**src/rraa_pkg.sv**
```systemverilog
// Package for the rate adaptation unit: widths, item codes, table entry type.
// Used by rraa_ram's users and by robust_rate_adaptation_unit; no dependencies.
`timescale 1ns / 1ps
`default_nettype none

package rraa_pkg;

   localparam int MAX_RATES   = 16;
   localparam int RATE_BITS   = $clog2(MAX_RATES);
   localparam int RATE_LIMIT  = (MAX_RATES < 16) ? MAX_RATES : 16;
   localparam int WINDOW_BITS = 12;
   localparam int LOSS_BITS   = 17;
   localparam int TICK_BITS   = 24;
   localparam int RTS_BITS    = 16;
   localparam int NRATE_BITS  = 5;
   localparam int Q16_SHIFT   = 16;
   localparam int PROD_BITS   = LOSS_BITS + WINDOW_BITS;
   localparam int CSR_IDX_BITS  = 2;
   localparam int CSR_DATA_BITS = 24;

   // Item kinds carried on req_tuser
   typedef enum logic [2:0] {
      FUNC_LOAD    = 3'd0,
      FUNC_RESTART = 3'd1,
      FUNC_OK      = 3'd2,
      FUNC_FAIL    = 3'd3,
      FUNC_RTS     = 3'd4,
      FUNC_TICK    = 3'd5
   } func_type;

   // Configuration register indexes
   typedef enum logic [CSR_IDX_BITS-1:0] {
      CSR_BASIC_MODE = 2'd0,
      CSR_TIMEOUT    = 2'd1,
      CSR_NUM_RATES  = 2'd2
   } csr_index_type;

   // One threshold table entry as held in memory
   typedef struct packed {
      logic [LOSS_BITS-1:0]   min_loss;
      logic [LOSS_BITS-1:0]   max_loss;
      logic [WINDOW_BITS-1:0] window;
   } entry_type;

   localparam int ENTRY_BITS = $bits(entry_type);

endpackage

`default_nettype wire

```
**src/rraa_ram.sv**
```systemverilog
// Generic single-write, single-read synchronous RAM with registered read data.
// No dependencies; read returns the old contents on a same-address write.
`timescale 1ns / 1ps
`default_nettype none

module rraa_ram #(
   parameter int WIDTH = 8,
   parameter int DEPTH = 16
) (
   input  wire logic                     clock,
   input  wire logic                     wr_en,
   input  wire logic [$clog2(DEPTH)-1:0] wr_addr,
   input  wire logic [WIDTH-1:0]         wr_data,
   input  wire logic [$clog2(DEPTH)-1:0] rd_addr,
   output logic      [WIDTH-1:0]         rd_data
);

   logic [WIDTH-1:0] mem_ff [DEPTH];

   always_ff @(posedge clock) begin
      if (wr_en) begin
         mem_ff[wr_addr] <= wr_data;
      end
      rd_data <= mem_ff[rd_addr];
   end

endmodule

`default_nettype wire

```
**src/robust_rate_adaptation_unit.sv**
```systemverilog
// Top level of the per-link rate adaptation unit: item decode, window and loss
// logic, adaptive RTS, output skid stage. Depends on rraa_pkg and rraa_ram.
//
//  channel | dir | handshake               | payload
//  --------+-----+-------------------------+-------------------------------------
//  req     | in  | req_tvalid / req_tready | req_tuser func, req_tdata fields
//  rsp     | out | rsp_tvalid / rsp_tready | rsp_tdata rate_index, use_rts
//  csr     | in  | csr_valid / csr_ready   | csr_index, csr_data
//
// One item per cycle while req_tready is high; results are registered at the output.
// The threshold table sits in a RAM read every cycle at the next current rate,
// so after a rate change the new window length is fetched in the following
// cycle (a pending flag covers that cycle). No clearing pass after reset.
// A full output plus skid register drops req_tready; csr_ready is always high.
`timescale 1ns / 1ps
`default_nettype none

module robust_rate_adaptation_unit (
   input  wire logic        clock,
   input  wire logic        reset,
   // req: rate_slot[3:0] window[15:4] max_loss[32:16] min_loss[49:33]
   //      rts_normally[50], zero above
   input  wire logic        req_tvalid,
   output logic             req_tready,
   input  wire logic [55:0] req_tdata,
   input  wire logic [2:0]  req_tuser,    // func[2:0]
   // rsp: rate_index[3:0] use_rts[4], zero above
   output logic             rsp_tvalid,
   input  wire logic        rsp_tready,
   output logic [7:0]       rsp_tdata,
   // configuration write channel
   input  wire logic        csr_valid,
   output logic             csr_ready,
   input  wire logic [1:0]  csr_index,
   input  wire logic [23:0] csr_data
);

   localparam int RB = rraa_pkg::RATE_BITS;
   localparam int WB = rraa_pkg::WINDOW_BITS;
   localparam int TB = rraa_pkg::TICK_BITS;
   localparam int SB = rraa_pkg::RTS_BITS;
   localparam int PB = rraa_pkg::PROD_BITS;

   // configuration registers
   logic                          basic_mode_ff;
   logic [TB-1:0]                 timeout_ff;
   logic [rraa_pkg::NRATE_BITS-1:0] num_rates_ff;

   // link state
   logic [RB-1:0] current_rate_ff, current_rate_in;
   logic [WB-1:0] frames_left_ff,  frames_left_in;
   logic [WB-1:0] failures_ff,     failures_in;
   logic [TB-1:0] elapsed_ff,      elapsed_in;
   logic [SB-1:0] rts_window_ff,   rts_window_in;
   logic [SB-1:0] rts_left_ff,     rts_left_in;
   logic          rts_active_ff,   rts_active_in;
   logic          last_failed_ff,  last_failed_in;
   logic          pend_ff,         pend_in;

   // memory read bypass
   logic                bypass_hit_ff, bypass_hit_in;
   rraa_pkg::entry_type bypass_ff;
   rraa_pkg::entry_type ram_rd;
   rraa_pkg::entry_type ent;
   rraa_pkg::entry_type new_entry;

   // output and skid registers
   logic          out_valid_ff, skid_valid_ff;
   logic [RB-1:0] out_rate_ff, skid_rate_ff;
   logic          out_rts_ff, skid_rts_ff;
   logic          out_free;

   // item fields
   rraa_pkg::func_type func;
   logic [RB-1:0]      slot;
   logic               rts_normally;
   logic               accept;
   logic               load_wr;

   // frame report datapath
   logic [RB-1:0] top_rate;
   logic [WB-1:0] fl_eff, fl1, fl2, fa1, fa2;
   logic [TB-1:0] el1;
   logic          open1, failed;
   logic [PB-1:0] fail_scaled, prod_max, prod_min;
   logic          step_down, step_up;

   assign func         = rraa_pkg::func_type'(req_tuser);
   assign slot         = req_tdata[RB-1:0];
   assign new_entry.window   = req_tdata[15:4];
   assign new_entry.max_loss = req_tdata[32:16];
   assign new_entry.min_loss = req_tdata[49:33];
   assign rts_normally = req_tdata[50];

   assign req_tready = !skid_valid_ff;
   assign accept     = req_tvalid && req_tready;
   assign load_wr    = accept && (func == rraa_pkg::FUNC_LOAD);
   assign csr_ready  = 1'b1;

   // configuration writes
   always_ff @(posedge clock) begin
      if (reset) begin
         basic_mode_ff <= 1'b0;
         timeout_ff    <= TB'(50);
         num_rates_ff  <= rraa_pkg::NRATE_BITS'(8);
      end else if (csr_valid && csr_ready) begin
         unique case (rraa_pkg::csr_index_type'(csr_index))
            rraa_pkg::CSR_BASIC_MODE: basic_mode_ff <= csr_data[0];
            rraa_pkg::CSR_TIMEOUT:    timeout_ff    <= csr_data[TB-1:0];
            rraa_pkg::CSR_NUM_RATES:  num_rates_ff  <= csr_data[rraa_pkg::NRATE_BITS-1:0];
            default: ;
         endcase
      end
   end

   // top rate index from the clamped rate count
   always_comb begin
      if (num_rates_ff == '0) begin
         top_rate = '0;
      end else if (num_rates_ff > rraa_pkg::NRATE_BITS'(rraa_pkg::RATE_LIMIT)) begin
         top_rate = RB'(rraa_pkg::RATE_LIMIT - 1);
      end else begin
         top_rate = RB'(num_rates_ff - 1'b1);
      end
   end

   // threshold table, read each cycle at the rate the next cycle works with
   rraa_ram #(
      .WIDTH (rraa_pkg::ENTRY_BITS),
      .DEPTH (rraa_pkg::MAX_RATES)
   ) u_table (
      .clock   (clock),
      .wr_en   (load_wr),
      .wr_addr (slot),
      .wr_data (new_entry),
      .rd_addr (current_rate_in),
      .rd_data (ram_rd)
   );

   assign bypass_hit_in = load_wr && (slot == current_rate_in);
   assign ent           = bypass_hit_ff ? bypass_ff : ram_rd;

   // frame report: window restart, countdown, tally and loss compares
   assign failed      = (func == rraa_pkg::FUNC_FAIL);
   assign fl_eff      = pend_ff ? ent.window : frames_left_ff;
   assign open1       = (fl_eff == '0) || (elapsed_ff > timeout_ff);
   assign fl1         = open1 ? ent.window : fl_eff;
   assign fa1         = open1 ? '0 : failures_ff;
   assign el1         = open1 ? '0 : elapsed_ff;
   assign fl2         = (fl1 != '0) ? fl1 - 1'b1 : fl1;
   assign fa2         = (failed && (fa1 != '1)) ? fa1 + 1'b1 : fa1;
   assign fail_scaled = PB'({fa2, {rraa_pkg::Q16_SHIFT{1'b0}}});
   assign prod_max    = PB'(ent.max_loss) * PB'(ent.window);
   assign prod_min    = PB'(ent.min_loss) * PB'(ent.window);
   assign step_down   = fail_scaled > prod_max;
   assign step_up     = (current_rate_ff < top_rate) && (fail_scaled < prod_min);

   // next link state
   always_comb begin
      current_rate_in = current_rate_ff;
      frames_left_in  = fl_eff;
      failures_in     = failures_ff;
      elapsed_in      = elapsed_ff;
      rts_window_in   = rts_window_ff;
      rts_left_in     = rts_left_ff;
      rts_active_in   = rts_active_ff;
      last_failed_in  = last_failed_ff;
      pend_in         = 1'b0;
      if (accept) begin
         unique case (func) inside
            rraa_pkg::FUNC_LOAD: ;
            rraa_pkg::FUNC_RESTART: begin
               current_rate_in = top_rate;
               pend_in         = 1'b1;
               failures_in     = '0;
               elapsed_in      = '0;
            end
            rraa_pkg::FUNC_OK, rraa_pkg::FUNC_FAIL: begin
               last_failed_in = failed;
               if (step_down || (fl2 == '0)) begin
                  if (step_down) begin
                     if (current_rate_ff != '0) begin
                        current_rate_in = current_rate_ff - 1'b1;
                     end
                  end else if (step_up) begin
                     current_rate_in = current_rate_ff + 1'b1;
                  end
                  pend_in     = 1'b1;
                  failures_in = '0;
                  elapsed_in  = '0;
               end else begin
                  frames_left_in = fl2;
                  failures_in    = fa2;
                  elapsed_in     = el1;
               end
            end
            rraa_pkg::FUNC_RTS: begin
               if (basic_mode_ff) begin
                  rts_active_in = rts_normally;
               end else begin
                  if (!rts_active_ff && last_failed_ff) begin
                     if (rts_window_ff != '1) begin
                        rts_window_in = rts_window_ff + 1'b1;
                     end
                     rts_left_in = rts_window_in;
                  end else if (rts_active_ff == last_failed_ff) begin
                     rts_window_in = rts_window_ff >> 1;
                     rts_left_in   = rts_window_in;
                  end
                  if (rts_left_in != '0) begin
                     rts_active_in = 1'b1;
                     rts_left_in   = rts_left_in - 1'b1;
                  end else begin
                     rts_active_in = 1'b0;
                  end
               end
            end
            rraa_pkg::FUNC_TICK: begin
               if (elapsed_ff != '1) begin
                  elapsed_in = elapsed_ff + 1'b1;
               end
            end
            default: ;
         endcase
      end
   end

   // state registers
   always_ff @(posedge clock) begin
      if (reset) begin
         current_rate_ff <= '0;
         frames_left_ff  <= '0;
         failures_ff     <= '0;
         elapsed_ff      <= '0;
         rts_window_ff   <= '0;
         rts_left_ff     <= '0;
         rts_active_ff   <= 1'b0;
         last_failed_ff  <= 1'b0;
         pend_ff         <= 1'b0;
         bypass_hit_ff   <= 1'b0;
      end else begin
         current_rate_ff <= current_rate_in;
         frames_left_ff  <= frames_left_in;
         failures_ff     <= failures_in;
         elapsed_ff      <= elapsed_in;
         rts_window_ff   <= rts_window_in;
         rts_left_ff     <= rts_left_in;
         rts_active_ff   <= rts_active_in;
         last_failed_ff  <= last_failed_in;
         pend_ff         <= pend_in;
         bypass_hit_ff   <= bypass_hit_in;
      end
   end

   always_ff @(posedge clock) begin
      bypass_ff <= new_entry;
   end

   // output register with skid stage
   assign out_free = !out_valid_ff || rsp_tready;

   always_ff @(posedge clock) begin
      if (reset) begin
         out_valid_ff  <= 1'b0;
         skid_valid_ff <= 1'b0;
      end else if (skid_valid_ff) begin
         if (out_free) begin
            out_valid_ff  <= 1'b1;
            skid_valid_ff <= 1'b0;
         end
      end else if (accept) begin
         if (out_free) begin
            out_valid_ff <= 1'b1;
         end else begin
            skid_valid_ff <= 1'b1;
         end
      end else if (rsp_tready) begin
         out_valid_ff <= 1'b0;
      end
   end

   always_ff @(posedge clock) begin
      if (skid_valid_ff) begin
         if (out_free) begin
            out_rate_ff <= skid_rate_ff;
            out_rts_ff  <= skid_rts_ff;
         end
      end else if (accept) begin
         if (out_free) begin
            out_rate_ff <= current_rate_in;
            out_rts_ff  <= rts_active_in;
         end else begin
            skid_rate_ff <= current_rate_in;
            skid_rts_ff  <= rts_active_in;
         end
      end
   end

   assign rsp_tvalid = out_valid_ff;
   assign rsp_tdata  = {3'b000, out_rts_ff, out_rate_ff};

`ifndef SYNTHESIS
   // a held skid transaction always sits behind a valid output
   a_skid_behind_out: assert property (@(posedge clock) disable iff (reset)
      skid_valid_ff |-> out_valid_ff)
      else $error("skid register full while output register empty");

   // a restart leaves a window length fetch pending at the top rate
   a_restart_pend: assert property (@(posedge clock) disable iff (reset)
      (accept && (func == rraa_pkg::FUNC_RESTART)) |=>
         (pend_ff && (failures_ff == '0) && (elapsed_ff == '0)))
      else $error("restart did not open a new window");

   // a frame report records its outcome for the RTS logic
   a_last_failed: assert property (@(posedge clock) disable iff (reset)
      (accept && (func == rraa_pkg::FUNC_FAIL)) |=> last_failed_ff)
      else $error("failed frame not recorded");
`endif

endmodule

`default_nettype wire

```
**config.mk**
```make
export PLATFORM = sky130hd
export DESIGN_NAME = robust_rate_adaptation_unit
export DESIGN_NICKNAME = d
export VERILOG_FILES = /design/src/rraa_pkg.sv /design/src/rraa_ram.sv /design/src/robust_rate_adaptation_unit.sv
export SDC_FILE = /design/constraint.sdc
export NUM_CORES = 2
export LEC_CHECK = 0
export BUFFER_PORTS_ARGS = -buffer_cell sky130_fd_sc_hd__buf_2
export CAP_MARGIN = 20
export CORE_ASPECT_RATIO = 0.8
export CORE_MARGIN = 1.5
export CORE_UTILIZATION = 60
export CTS_CLUSTER_SIZE = 8
export DETAILED_ROUTE_END_ITERATION = 10
export PLACE_DENSITY = 0.73
export SLEW_MARGIN = 20
export SYNTH_ARGS = -nofsm -noshare
export SYNTH_HDL_FRONTEND = slang
export SYNTH_SLANG_ARGS = --single-unit
```
**constraint.sdc**
```tcl
create_clock -name clock -period 19.4 [get_ports clock]
set_clock_uncertainty 0.2 [all_clocks]
set_input_delay 1.94 -clock clock [delete_from_list [all_inputs] [get_ports clock]]
set_output_delay 1.94 -clock clock [all_outputs]
set_load 0.05 [all_outputs]
```
==> out/metrics.cfg <==
[cells_and_area]
nets=5100
syn_to_final_growth_pct=10.8
drive_above_1_share=0.0895

[setup_path]
cp.arrival_ns=14.83
end_kind=flop
critPathKind=flop to flop
path_max_fanout=111
cp-start-kind=flop
cp_slowest_cell=a2111oi_1
slowest_delay_ns=0.96
path_common_cell=fa_1
required_ns=19.83

[sta]
relSlewSlack=0.210
maxSlewViolCount=0
worst_pin_slew_ns=1.18
rsz0062_at_grt=no
hold_violations=0
finalCritPeriodShare=0.742
min_period_ns=14.39
whs_ns=0.254
tns_ns=0
setup_viol_count_final=0
clock.fmax_mhz=69.5

[die]
fp.dieH_um=271
dieWidth_um=338
initial_core_util=0.605
num_rows=98
coreArea_um2=89300
io_pins=101
dieArea_um2=91800

[cts]
clkLatencyLatePin_ns=0.75
htree_num_levels=4
cts_setup_buffers=0
root_buffer=clkbuf_16
cts_buffers=139
clkSinkCount=958
cts.path.max_buffers=3
clk_pin_slew_ns=0.05
hold_buffers=0
cts_resized=0
tritoncts=built

[logic_synthesis]
ys_seq_area_frac=0.493
synth_area_um2=54000
synth_cell_types=92
ys_top_cells_by_area=edfxtp_1 (41%), mux2i_1 (14%), fa_1 (11%)
synth_edf_count=746
ys_warn_count=0
ys_ff_latch=958
yosys.area.top_type=edfxtp_1
ys.flop_type=edfxtp_1
synth_top_area_share=0.415
ys_async_sr_fraction=0
syn_inst=4426
avgSynthCellArea_um2=12.2

[route]
vias=34100
viasPerCell=5.86
wl_per_cell_um=21.7
drt_wl_total_um=126000
drc=0
firstDrtPassIters=6
drt_iter0_drc=3049
final_antenna_net_count=0

[global_route]
antenna_found_initial=3
grt_pass1_vias=34100
grt_pass1_wl_um=195000
grt-ovfl-total=0
grt_use_total=0.276
grt_max_degree=125

[pwr]
p_per_area_nw_per_um2=173
ir_drop_uv=293
leakagePower_nw=26.6

[place]
dpl.hpwl_um=77300
numPortBuffers=91
gp_congestion=0.920

[hold_path]
hp-class=flop to flop

[outcome]
run_status=completed

[flow_run]
cap_violations=0

==> cells in the mapped netlist (all sizes together), types with 29 or more instances <==
cell	n
mux2i	750
edfxtp	746
inv	446
nand2	438
fa	300
nor2	296
dfxtp	212
ha	197
a21oi	116
clkbuf	111
buf	94
o21ai	65
mux2	56
xor2	50
nand3	45
xnor2	43
a211oi	42
nor3	37
a21o	29
==> placed cells by master (no fill, tap or decap), types with 11 or more instances in the layout <==
master	count
edfxtp_1	746
xor2_1	50
nand2b_1	24
a21oi_1	115
mux2i_1	743
nand4_1	28
buf_2	90
clkbuf_1	82
buf_4	54
nand3_1	45
nor2_1	283
o31ai_1	14
dfxtp_1	211
fa_1	300
nor2b_1	25
a31oi_1	14
clkbuf_16	139
o211ai_1	12
a21o_1	29
a211oi_1	41
nand2_1	438
nor3_1	30
a22oi_1	13
mux2_2	56
inv_1	445
xnor2_1	43
o21ai_0	59
and3_1	18
o21a_1	13
ha_1	197
nor4_1	11
and2_1	25
nor2_4	12
or3_1	15
==> routing by layer <==
metal / part of all wire / track usage / up-vias
met3: 0.073 / 0.0553 / 215
met1: 0.45 / 0.393 / 17000
met2: 0.46 / 0.433 / 1222
met5: 0.00017 / 0 / -
li1: - / - / 15700
met4: 0.025 / 0.0846 / 4
==> worst paths after layout <==
check                               startpoint                  end  slack [ns]  cells after the start
worst min-delay path            timeout_ff[19]       timeout_ff[19]        0.25                      2
worst min register to register  timeout_ff[19]       timeout_ff[19]        0.25                      2
worst max register to register   bypass_hit_ff  u_table.rd_data[18]        5.01                     45
worst max-delay path             bypass_hit_ff  u_table.rd_data[18]        5.01                     45
==> worst max-delay path, delay by kind of cell (launching register included) <==
family	cells	cell delay [ns]
flops	1	0.49
buf+inv	8	2.54
mux	4	1.49
fa+ha+maj	7	3.05
simple gates	8	1.15
compound gates	17	4.83
xor+xnor	1	0.16
==> logic make-up after synthesis <==
group           after synthesis  synth area share
compound gates              404            0.0504
xor+xnor                     93            0.0151
fa+ha+maj                   498             0.157
buf+inv                     652            0.0496
flops                       958             0.493
mux                         806             0.151
other cells                   2          0.000139
simple gates               1013            0.0832
==> sequential cells by signal, summed over array words and instances, names as in the netlist <==
| signal | flops |
|---|---|
| basic_mode_ff | 1 |
| bypass_ff | 46 |
| bypass_hit_ff | 1 |
| current_rate_ff | 4 |
| elapsed_ff | 24 |
| failures_ff | 12 |
| frames_left_ff | 12 |
| last_failed_ff | 1 |
| num_rates_ff | 5 |
| out_rate_ff | 4 |
| out_rts_ff | 1 |
| pend_ff | 1 |
| rsp_tvalid | 1 |
| rts_active_ff | 1 |
| rts_left_ff | 16 |
| rts_window_ff | 16 |
| skid_rate_ff | 4 |
| skid_rts_ff | 1 |
| skid_valid_ff | 1 |
| timeout_ff | 24 |
| u_table.mem_ff | 736 |
| u_table.rd_data | 46 |
==> per-stage QoR <==
stage / area (um2) / worst slack, ns / instances / power [mW] / utilization
global placement: 55600 / 5.59 / 5571 / 7.94 / 0.623
finish: 59800 / 5.01 / 5816 / 10.3 / 0.670
global route: 59800 / 4.40 / 5814 / 11.3 / 0.670
detailed placement: 55600 / 5.38 / 5572 / 8.01 / 0.623
floorplan: 54000 / 7.52 / 4428 / 6.82 / -
CTS: 59800 / 5.23 / 5813 / 10.4 / 0.670
==> final cells by class <==
type / count / area (um2)
well taps: 1200 / 1500
multi-input cells: 2818 / 24900
diodes: 3 / 7.51
clock buffers: 221 / 3790
flip-flops and latches: 958 / 26600
repair buffers: 149 / 951
clock inverters: 20 / 408
fillers: 6557 / 29400
inverters: 447 / 1680
==> where the power goes <==
part | internal, mW | total [mW] | leakage [nW] | switching (mW)
clock network | 1.37 | 2.28 | 1.99 | 0.911
logic | 2.48 | 5.79 | 16.1 | 3.31
registers | 2.24 | 2.26 | 8.46 | 0.0187
total | 6.09 | 10.3 | 26.6 | 4.24
No activity file was read; power rests on OpenSTA's default activity.
